===== src/rtl/ufd_pkg.sv =====
// ufd_pkg: shared types and constants for the UDP frame deframer.
// No dependencies; imported by every module of the block.
`timescale 1ns / 1ps

package ufd_pkg;

   localparam int unsigned CSR_DATA_W = 15;

   // configuration register indexes
   localparam logic CSR_BUFFER_LIMIT   = 1'b0;
   localparam logic CSR_CONNECTED_MODE = 1'b1;

   localparam logic [CSR_DATA_W-1:0] BUFFER_LIMIT_RESET = 15'd16384;

   // result kinds
   localparam logic [1:0] KIND_PAYLOAD = 2'd0;
   localparam logic [1:0] KIND_HEADER  = 2'd1;
   localparam logic [1:0] KIND_EMPTY   = 2'd2;
   localparam logic [1:0] KIND_ERROR   = 2'd3;

   // error codes
   localparam logic [1:0] ERR_TOO_LARGE   = 2'd0;
   localparam logic [1:0] ERR_NO_BUFFER   = 2'd1;
   localparam logic [1:0] ERR_BAD_DGRAM   = 2'd2;

   // framing constants
   localparam logic [4:0] LEN_BYTES  = 5'd4;
   localparam logic [4:0] HDR_V4_LEN = 5'd8;
   localparam logic [4:0] HDR_V6_LEN = 5'd20;
   localparam logic [4:0] HDR_FAMILY = 5'd0;
   localparam logic [4:0] HDR_PORT_H = 5'd2;
   localparam logic [4:0] HDR_PORT_L = 5'd3;
   localparam logic [4:0] HDR_ADDR   = 5'd4;
   localparam logic [7:0] FAMILY_V4  = 8'd4;
   localparam logic [7:0] FAMILY_V6  = 8'd6;

   typedef enum logic [5:0] {
      PH_LEN   = 6'b000001,
      PH_DRAIN = 6'b000010,
      PH_RAW   = 6'b000100,
      PH_HDR   = 6'b001000,
      PH_PAY   = 6'b010000,
      PH_BAD   = 6'b100000
   } phase_type;

   typedef struct packed {
      logic [CSR_DATA_W-1:0] buffer_limit;
      logic                  connected_mode;
   } cfg_type;

   typedef struct packed {
      logic [1:0]  kind;
      logic [7:0]  out_byte;
      logic        last;
      logic        family_v6;
      logic [15:0] port;
      logic [63:0] addr_high;
      logic [63:0] addr_low;
      logic [14:0] payload_length;
      logic [1:0]  error_code;
   } rsp_payload_type;

   typedef struct packed {
      logic            valid;
      rsp_payload_type data;
   } step_type;

endpackage


===== src/rtl/ufd_if.sv =====
// ufd_if: valid/ready channel interfaces for the deframer's byte input
// and result output. Standalone; no package dependency.
`timescale 1ns / 1ps

interface ufd_req_if;
   logic       valid;
   logic       ready;
   logic [7:0] in_byte;

   modport source (output valid, output in_byte, input ready);
   modport sink   (input valid, input in_byte, output ready);
endinterface

interface ufd_rsp_if;
   logic        valid;
   logic        ready;
   logic [1:0]  kind;
   logic [7:0]  out_byte;
   logic        last;
   logic        family_v6;
   logic [15:0] port;
   logic [63:0] addr_high;
   logic [63:0] addr_low;
   logic [14:0] payload_length;
   logic [1:0]  error_code;

   modport source (output valid, output kind, output out_byte, output last,
                   output family_v6, output port, output addr_high,
                   output addr_low, output payload_length, output error_code,
                   input ready);
   modport sink   (input valid, input kind, input out_byte, input last,
                   input family_v6, input port, input addr_high,
                   input addr_low, input payload_length, input error_code,
                   output ready);
endinterface


===== src/rtl/ufd_csr.sv =====
// ufd_csr: configuration registers (buffer limit, connected mode).
// Depends on ufd_pkg.
`timescale 1ns / 1ps

module ufd_csr
   import ufd_pkg::*;
(
   input  logic                  clock,
   input  logic                  reset,
   input  logic                  csr_write_en,
   input  logic                  csr_index,
   input  logic [CSR_DATA_W-1:0] csr_wdata,
   output cfg_type               cfg
);

   logic [CSR_DATA_W-1:0] limit_ff, limit_in;
   logic                  conn_ff, conn_in;

   always_comb begin
      limit_in = limit_ff;
      conn_in  = conn_ff;
      if (csr_write_en) begin
         unique case (csr_index)
            CSR_BUFFER_LIMIT:   limit_in = csr_wdata;
            CSR_CONNECTED_MODE: conn_in  = csr_wdata[0];
            default:            ;
         endcase
      end
   end

   always_ff @(posedge clock) begin
      if (reset) begin
         limit_ff <= BUFFER_LIMIT_RESET;
         conn_ff  <= 1'b0;
      end else begin
         limit_ff <= limit_in;
         conn_ff  <= conn_in;
      end
   end

   assign cfg.buffer_limit   = limit_ff;
   assign cfg.connected_mode = conn_ff;

endmodule


===== src/rtl/ufd_parser.sv =====
// ufd_parser: input register plus the per-byte frame parser state machine.
// Depends on ufd_pkg; produces at most one result per accepted byte.
`timescale 1ns / 1ps

module ufd_parser
   import ufd_pkg::*;
#(
   parameter int unsigned MAX_FRAME = 16384
) (
   input  logic       clock,
   input  logic       reset,
   input  logic       in_valid,
   input  logic [7:0] in_byte,
   output logic       in_ready,
   input  cfg_type    cfg,
   input  logic       out_free,
   output step_type   step,
   output logic       step_take
);

   localparam int unsigned REM_W   = $clog2(MAX_FRAME + 1);
   localparam logic [31:0] MAX_LEN = 32'(MAX_FRAME);

   logic             hold_valid_ff, hold_valid_in;
   logic [7:0]       hold_byte_ff;
   logic             advance;

   phase_type        phase_ff, phase_in;
   logic [23:0]      len_ff, len_in;
   logic [4:0]       cnt_ff, cnt_in;
   logic [REM_W-1:0] rem_ff, rem_in;
   logic             fam_ff, fam_in;
   logic [15:0]      port_ff, port_in;
   logic [127:0]     addr_ff, addr_in;

   logic [REM_W-1:0] rem_dec;
   logic             rem_zero;
   logic [31:0]      n;
   logic [4:0]       cnt_inc;
   logic             fam_v;
   logic             err_fire;
   logic [1:0]       err_code;
   logic [7:0]       b;

   assign b        = hold_byte_ff;
   assign rem_dec  = (rem_ff != '0) ? rem_ff - 1'b1 : rem_ff;
   assign rem_zero = (rem_dec == '0);
   assign n        = {len_ff, b};
   assign cnt_inc  = cnt_ff + 5'd1;

   always_comb begin
      phase_in   = phase_ff;
      len_in     = len_ff;
      cnt_in     = cnt_ff;
      rem_in     = rem_ff;
      fam_in     = fam_ff;
      port_in    = port_ff;
      addr_in    = addr_ff;
      step       = '0;
      err_fire   = 1'b0;
      err_code   = ERR_TOO_LARGE;
      fam_v      = fam_ff;

      unique case (phase_ff)
         PH_DRAIN: begin
            rem_in = rem_dec;
            if (rem_zero) begin
               err_fire = 1'b1;
               err_code = ERR_NO_BUFFER;
            end
         end
         PH_RAW, PH_PAY: begin
            rem_in             = rem_dec;
            step.valid         = 1'b1;
            step.data.kind     = KIND_PAYLOAD;
            step.data.out_byte = b;
            if (rem_zero) begin
               step.data.last = 1'b1;
               phase_in       = PH_LEN;
               cnt_in         = '0;
               len_in         = '0;
            end
         end
         PH_BAD: begin
            rem_in = rem_dec;
            if (rem_zero) begin
               err_fire = 1'b1;
               err_code = ERR_BAD_DGRAM;
            end
         end
         PH_HDR: begin
            rem_in = rem_dec;
            if (cnt_ff == HDR_FAMILY && b != FAMILY_V4 && b != FAMILY_V6) begin
               if (rem_zero) begin
                  err_fire = 1'b1;
                  err_code = ERR_BAD_DGRAM;
               end else begin
                  phase_in = PH_BAD;
               end
            end else begin
               if (cnt_ff == HDR_FAMILY) begin
                  fam_v = (b == FAMILY_V6);
               end else if (cnt_ff == HDR_PORT_H) begin
                  port_in = {b, 8'h00};
               end else if (cnt_ff == HDR_PORT_L) begin
                  port_in = {port_ff[15:8], b};
               end else if (cnt_ff >= HDR_ADDR) begin
                  addr_in = {addr_ff[119:0], b};
               end
               fam_in = fam_v;
               cnt_in = cnt_inc;
               if (cnt_inc == (fam_v ? HDR_V6_LEN : HDR_V4_LEN)) begin
                  step.valid               = 1'b1;
                  step.data.kind           = KIND_HEADER;
                  step.data.family_v6      = fam_v;
                  step.data.port           = port_in;
                  step.data.addr_high      = addr_in[127:64];
                  step.data.addr_low       = addr_in[63:0];
                  step.data.payload_length = 15'(rem_dec);
                  if (rem_zero) begin
                     step.data.last = 1'b1;
                     phase_in       = PH_LEN;
                     cnt_in         = '0;
                     len_in         = '0;
                  end else begin
                     phase_in = PH_PAY;
                  end
               end else if (rem_zero) begin
                  err_fire = 1'b1;
                  err_code = ERR_BAD_DGRAM;
               end
            end
         end
         PH_LEN: begin
            if (cnt_inc < LEN_BYTES) begin
               len_in = n[23:0];
               cnt_in = cnt_inc;
            end else begin
               len_in = '0;
               cnt_in = '0;
               if (n > MAX_LEN) begin
                  err_fire = 1'b1;
                  err_code = ERR_TOO_LARGE;
               end else if (n > 32'(cfg.buffer_limit)) begin
                  rem_in   = REM_W'(n);
                  phase_in = PH_DRAIN;
               end else begin
                  rem_in = REM_W'(n);
                  if (cfg.connected_mode) begin
                     if (n == '0) begin
                        step.valid     = 1'b1;
                        step.data.kind = KIND_EMPTY;
                        step.data.last = 1'b1;
                     end else begin
                        phase_in = PH_RAW;
                     end
                  end else if (n == '0) begin
                     err_fire = 1'b1;
                     err_code = ERR_BAD_DGRAM;
                  end else begin
                     fam_in   = 1'b0;
                     port_in  = '0;
                     addr_in  = '0;
                     phase_in = PH_HDR;
                  end
               end
            end
         end
         default: begin
            phase_in = PH_LEN;
            cnt_in   = '0;
            len_in   = '0;
         end
      endcase

      if (err_fire) begin
         step                 = '0;
         step.valid           = 1'b1;
         step.data.kind       = KIND_ERROR;
         step.data.last       = 1'b1;
         step.data.error_code = err_code;
         phase_in             = PH_LEN;
         cnt_in               = '0;
         len_in               = '0;
      end
   end

   // a byte that yields no result never waits on the output register
   assign advance       = hold_valid_ff && (!step.valid || out_free);
   assign step_take     = advance && step.valid;
   assign in_ready      = !hold_valid_ff || advance;
   assign hold_valid_in = in_valid ? 1'b1 : (hold_valid_ff && !advance);

   always_ff @(posedge clock) begin
      if (reset) begin
         hold_valid_ff <= 1'b0;
         phase_ff      <= PH_LEN;
         len_ff        <= '0;
         cnt_ff        <= '0;
         rem_ff        <= '0;
         fam_ff        <= 1'b0;
         port_ff       <= '0;
         addr_ff       <= '0;
      end else begin
         if (in_ready) begin
            hold_valid_ff <= hold_valid_in;
         end
         if (advance) begin
            phase_ff <= phase_in;
            len_ff   <= len_in;
            cnt_ff   <= cnt_in;
            rem_ff   <= rem_in;
            fam_ff   <= fam_in;
            port_ff  <= port_in;
            addr_ff  <= addr_in;
         end
      end
   end

   always_ff @(posedge clock) begin
      if (in_valid && in_ready) begin
         hold_byte_ff <= in_byte;
      end
   end

endmodule


===== src/rtl/udp_frame_deframer_unit.sv =====
// udp_frame_deframer_unit: top level of the length-prefixed frame deframer.
// Depends on ufd_pkg, ufd_if, ufd_csr and ufd_parser.
//
// Usage:
//   req carries one byte of the framed stream per transfer. Each frame is a
//   4-byte big-endian length then that many bytes. rsp carries results:
//   payload bytes, at most one address header per unconnected frame, an empty-frame
//   marker or an error; the final result of a frame has last set.
//   csr_write_en/csr_index/csr_wdata write buffer_limit (index 0) and
//   connected_mode (index 1); write only while the block is idle.
// Timing:
//   One byte per cycle sustained while rsp is not stalled. A byte is held in
//   the input register, the parser state machine updates and its result
//   lands in the output register, which drives rsp. The single parser stage
//   sets the rate.
// Reset:
//   Synchronous, active high. Parsing restarts at a length field,
//   buffer_limit returns to 16384, connected_mode to 0, both registers empty.
// Stalls:
//   While rsp is stalled, a held result stays; bytes that give no result still
//   pass, and req.ready drops only when a new result would have nowhere to go.
`timescale 1ns / 1ps

module udp_frame_deframer_unit
   import ufd_pkg::*;
#(
   parameter int unsigned MAX_FRAME = 16384
) (
   input  logic                  clock,
   input  logic                  reset,
   ufd_req_if.sink               req,
   ufd_rsp_if.source             rsp,
   input  logic                  csr_write_en,
   input  logic                  csr_index,
   input  logic [CSR_DATA_W-1:0] csr_wdata
);

   cfg_type         cfg;
   step_type        step;
   logic            step_take;
   logic            out_free;
   logic            rsp_valid_ff, rsp_valid_in;
   rsp_payload_type rsp_data_ff;

   ufd_csr u_csr (
      .clock        (clock),
      .reset        (reset),
      .csr_write_en (csr_write_en),
      .csr_index    (csr_index),
      .csr_wdata    (csr_wdata),
      .cfg          (cfg)
   );

   ufd_parser #(
      .MAX_FRAME (MAX_FRAME)
   ) u_parser (
      .clock     (clock),
      .reset     (reset),
      .in_valid  (req.valid),
      .in_byte   (req.in_byte),
      .in_ready  (req.ready),
      .cfg       (cfg),
      .out_free  (out_free),
      .step      (step),
      .step_take (step_take)
   );

   assign out_free     = !rsp_valid_ff || rsp.ready;
   assign rsp_valid_in = step_take ? 1'b1 : (rsp_valid_ff && !rsp.ready);

   always_ff @(posedge clock) begin
      if (reset) begin
         rsp_valid_ff <= 1'b0;
      end else begin
         rsp_valid_ff <= rsp_valid_in;
      end
   end

   always_ff @(posedge clock) begin
      if (step_take) begin
         rsp_data_ff <= step.data;
      end
   end

   assign rsp.valid          = rsp_valid_ff;
   assign rsp.kind           = rsp_data_ff.kind;
   assign rsp.out_byte       = rsp_data_ff.out_byte;
   assign rsp.last           = rsp_data_ff.last;
   assign rsp.family_v6      = rsp_data_ff.family_v6;
   assign rsp.port           = rsp_data_ff.port;
   assign rsp.addr_high      = rsp_data_ff.addr_high;
   assign rsp.addr_low       = rsp_data_ff.addr_low;
   assign rsp.payload_length = rsp_data_ff.payload_length;
   assign rsp.error_code     = rsp_data_ff.error_code;

endmodule


===== src/flat_wrapper.sv =====
// flat-port wrapper written by rule: the top's interface ports become plain ports
module udp_frame_deframer_unit_flat import ufd_pkg::*;
#(
   parameter int unsigned MAX_FRAME = 16384
)
  (clock, reset, csr_write_en, csr_index, csr_wdata, req_valid, req_in_byte, req_ready, rsp_valid, rsp_kind, rsp_out_byte, rsp_last, rsp_family_v6, rsp_port, rsp_addr_high, rsp_addr_low, rsp_payload_length, rsp_error_code, rsp_ready);
  ufd_req_if req_i ();
  ufd_rsp_if rsp_i ();
  input  logic clock;
  input  logic reset;
  input  logic csr_write_en;
  input  logic csr_index;
  input  logic [CSR_DATA_W-1:0] csr_wdata;
  input wire logic [$bits(req_i.valid)-1:0] req_valid;
  input wire logic [$bits(req_i.in_byte)-1:0] req_in_byte;
  output wire logic [$bits(req_i.ready)-1:0] req_ready;
  output wire logic [$bits(rsp_i.valid)-1:0] rsp_valid;
  output wire logic [$bits(rsp_i.kind)-1:0] rsp_kind;
  output wire logic [$bits(rsp_i.out_byte)-1:0] rsp_out_byte;
  output wire logic [$bits(rsp_i.last)-1:0] rsp_last;
  output wire logic [$bits(rsp_i.family_v6)-1:0] rsp_family_v6;
  output wire logic [$bits(rsp_i.port)-1:0] rsp_port;
  output wire logic [$bits(rsp_i.addr_high)-1:0] rsp_addr_high;
  output wire logic [$bits(rsp_i.addr_low)-1:0] rsp_addr_low;
  output wire logic [$bits(rsp_i.payload_length)-1:0] rsp_payload_length;
  output wire logic [$bits(rsp_i.error_code)-1:0] rsp_error_code;
  input wire logic [$bits(rsp_i.ready)-1:0] rsp_ready;
  assign req_i.valid = req_valid;
  assign req_i.in_byte = req_in_byte;
  assign req_ready = req_i.ready;
  assign rsp_valid = rsp_i.valid;
  assign rsp_kind = rsp_i.kind;
  assign rsp_out_byte = rsp_i.out_byte;
  assign rsp_last = rsp_i.last;
  assign rsp_family_v6 = rsp_i.family_v6;
  assign rsp_port = rsp_i.port;
  assign rsp_addr_high = rsp_i.addr_high;
  assign rsp_addr_low = rsp_i.addr_low;
  assign rsp_payload_length = rsp_i.payload_length;
  assign rsp_error_code = rsp_i.error_code;
  assign rsp_i.ready = rsp_ready;
  udp_frame_deframer_unit #(.MAX_FRAME(MAX_FRAME)) u_core (.clock(clock), .reset(reset), .req(req_i), .rsp(rsp_i), .csr_write_en(csr_write_en), .csr_index(csr_index), .csr_wdata(csr_wdata));
endmodule

===== config.mk =====
export PLATFORM = sky130hd
export DESIGN_NAME = udp_frame_deframer_unit_flat
export DESIGN_NICKNAME = d
export VERILOG_FILES = /design/src/rtl/ufd_pkg.sv /design/src/rtl/ufd_if.sv /design/src/rtl/ufd_csr.sv /design/src/rtl/ufd_parser.sv /design/src/rtl/udp_frame_deframer_unit.sv /design/src/flat_wrapper.sv
export SDC_FILE = /design/constraint.sdc
export NUM_CORES = 1
export LEC_CHECK = 0
export BUFFER_PORTS_ARGS = -buffer_cell sky130_fd_sc_hd__clkbuf_2
export CELL_PAD_IN_SITES_DETAIL_PLACEMENT = 1
export CELL_PAD_IN_SITES_GLOBAL_PLACEMENT = 1
export CORE_UTILIZATION = 41
export DETAILED_ROUTE_END_ITERATION = 8
export GPL_TIMING_DRIVEN = 0
export PLACE_DENSITY = 0.86
export SYNTH_ARGS = -nofsm -noshare
export SYNTH_HDL_FRONTEND = slang
export SYNTH_HIERARCHICAL = 1
export SYNTH_SLANG_ARGS = --single-unit

===== constraint.sdc =====
create_clock -name clock -period 6.4 [get_ports clock]
set_input_delay 1.28 -clock clock [delete_from_list [all_inputs] [get_ports clock]]
set_output_delay 1.28 -clock clock [all_outputs]
set_load 0.03 [all_outputs]

==> flow_summary.json <==
{
  "fill_cells": 4624,
  "via_count": 14500,
  "finalClockSkew_ps": 22.5,
  "io_pins": 204,
  "critPathMaxFanout": 10,
  "critPathRequiredTime_ps": 5120,
  "rows": 74,
  "grt_pass1_wl_mm": 84.0,
  "drt-total-wl_mm": 55.4,
  "setup_tns_ps": 0,
  "setup_viol": 0,
  "initial_core_util": 0.417,
  "area_growth_pct": 19.2,
  "ys_types": 96,
  "final_common_cell": "nand2_1",
  "fin_ws_ps": 886,
  "status": "finished, final reports clean",
  "die_y_microns": 206,
  "cts_setup_buffers": 0,
  "ir_worst_vdd_mv": 0.257,
  "cts_buffers": 43,
  "fin_crit_ps": 5510,
  "grt_max_degree": 67,
  "htreeDepth": 2,
  "hold_viol_final": 0,
  "core_area_sq_um": 40900,
  "ant_nets": 0,
  "dp_hpwl_mm": 38.0,
  "antenna_cells": 0,
  "tightest_slew_ps": 956,
  "dr.pass1.iters": 5,
  "hold_buffers": 0,
  "ys_seq_area_frac": 0.568,
  "synth_ff_type": "dfxtp_1",
  "num-nets-final": 1943,
  "drive_gt1_frac": 0.189,
  "placed_cells": 2381,
  "async_flop_share": 0,
  "drc": 0,
  "die-area_sq_um": 42500,
  "grt_pass1_vias": 14600,
  "crit_path_end_kind": "output pin",
  "timing.critical_path.arrival_ps": 4230,
  "rsz0062_at_grt": "false",
  "whs_ps": 477,
  "power_leakage_uw": 0.00665,
  "cts_max_path_buffers": 3,
  "slew_headroom": 0.363,
  "antenna_found_initial": 0,
  "portBuffers": 203,
  "final_max_slew_viol_count": 0,
  "mostFrequentLayoutCells": "nand2_1, dfxtp_1, a21oi_1",
  "dp_slack_ps": 1580,
  "finalCritPeriodShare": 0.862,
  "finalNonFillerCells": 2461,
  "wl_per_cell_microns": 22.5,
  "fmax_mhz": 181,
  "clk_pin_slew_ps": 60,
  "cts_tree": "done",
  "critPathKind": "reg -> out",
  "synth-seq-cells": 394,
  "clock_sinks": 394,
  "yosysWarnings": 6,
  "power_uw": 6730,
  "multi_input_area_sq_um": 6580,
  "synth-edff-count": 181,
  "cp-start-kind": "flip-flop",
  "drv_cap": 0,
  "synth_nets": 1693,
  "cts-root-buf": "clkbuf_16",
  "insertion_delay_ps": 580,
  "power_density_nw_per_um2": 331,
  "post_synth.cell_area_avg_sq_um": 10.4,
  "die_w_microns": 206,
  "seq_area_sq_um": 9700,
  "grt_use_total": 0.258,
  "dr.first_iter.drc_count": 1038,
  "avgViaCountPerCell": 5.87,
  "grt_remaining_overflow": 0,
  "synth_area_sq_um": 17100,
  "synth_cells": 1644,
  "ctsResizeCount": 0,
  "hold_path.class": "reg -> reg",
  "gp_congestion": 0.915
}
kinds of logic after synthesis:
family | after synthesis | synth area share
multiplexers | 12 | 0.00711
buffers and inverters | 167 | 0.0464
flip-flops | 394 | 0.568
AND/OR/NAND/NOR | 567 | 0.168
adder cells (fa/ha/maj) | 20 | 0.0147
AO/OA/AOI/OAI | 479 | 0.193
XOR/XNOR | 5 | 0.00257
worst max-delay path: stages (launching register included):
cell and delay (ps):
edfxtp_1 340, clkbuf_1 530, inv_1 260, ha_1 360, nand4_1 100, nor4_1 60, or4_1 400, o22ai_1 420
o32ai_1 210, a2bb2oi_4 240, buf_6 180, nand3_1 100, nand3b_1 200, clkbuf_2 240
registers in the layout, indices dropped and copies added, names as in the netlist, 2 cells and up:
name                       flops
u_core/u_parser/addr_ff      128
u_core/u_parser/cnt_ff         5
u_core/rsp.out_byte            8
u_core/rsp.addr_high          64
u_core/u_parser/port_ff       16
u_core/rsp.addr_low           64
u_core/u_parser/rem_ff        15
u_core/rsp.payload_length     15
u_core/u_parser/len_ff        24
u_core/u_csr/limit_ff         15
u_core/u_parser/phase_ff       6
u_core/u_parser/b              8
u_core/rsp.port               16
u_core/rsp.error_code          2
u_core/rsp.kind                2
cell type report:
type | count | share of cell area
Sequential cell | 394 | 0.477
Clock buffer | 61 | 0.0624
Timing Repair Buffer | 205 | 0.0527
Clock inverter | 19 | 0.0128
Tap cell | 532 | 0.0327
Buffer | 131 | 0.0323
Inverter | 36 | 0.00664
Multi-Input combinational cell | 1083 | 0.324
report_power, final:
group	switching, uW	internal (uW)	total [uW]
Sequential	66.5	2670	2730
Clock	1040	1630	2670
Combinational	883	444	1330
Total	1990	4740	6730
layer usage:
| layer | vias to the layer above | wire length [microns] | GRT usage |
|---|---|---|---|
| li1 | 6535 | - | - |
| met5 | - | 0 | 0 |
| met1 | 7216 | 22800 | 0.321 |
| met2 | 557 | 27000 | 0.435 |
| met4 | 0 | 2390 | 0.126 |
| met3 | 142 | 3130 | 0.0389 |
path summary, 6_finish.rpt:
kind              cells past startpoint                 startpoint                        end  slack [ps]
setup / recovery                     13       u_core/u_parser/b[0]                  req_ready         890
hold / removal                        2  u_core/u_csr/limit_ff[12]  u_core/u_csr/limit_ff[12]         480
setup reg to reg                     14       u_core/u_parser/b[0]    u_core/rsp.addr_low[20]        1500
hold reg to reg                       2  u_core/u_csr/limit_ff[12]  u_core/u_csr/limit_ff[12]         480
cells in the mapped netlist (all sizes together) (16+ instances only):
master    n  share of area
nand2   318          0.070
dfxtp   213           0.25
a21oi   207          0.062
edfxtp  181           0.32
a22o    145          0.074
clkbuf   84          0.018
o21ai    57          0.019
nor2     49          0.011
buf      47          0.020
inv      36         0.0079
nand4    34          0.013
nand2b   26          0.010
ha       20          0.015
nand3    20         0.0059
and2     18         0.0066
nor3     17         0.0066
nor4     16         0.0082
through the flow:
| step | utilization | instance area (sq um) |
|---|---|---|
| 3_5_place_dp | 0.460 | 18800 |
| 5_1_grt | 0.497 | 20300 |
| 6_report | 0.497 | 20300 |
| 4_1_cts | 0.497 | 20300 |
| 3_3_place_gp | 0.458 | 18800 |
| 2_1_floorplan | - | 17100 |
Note: power is estimated with default switching activity, not from simulation.
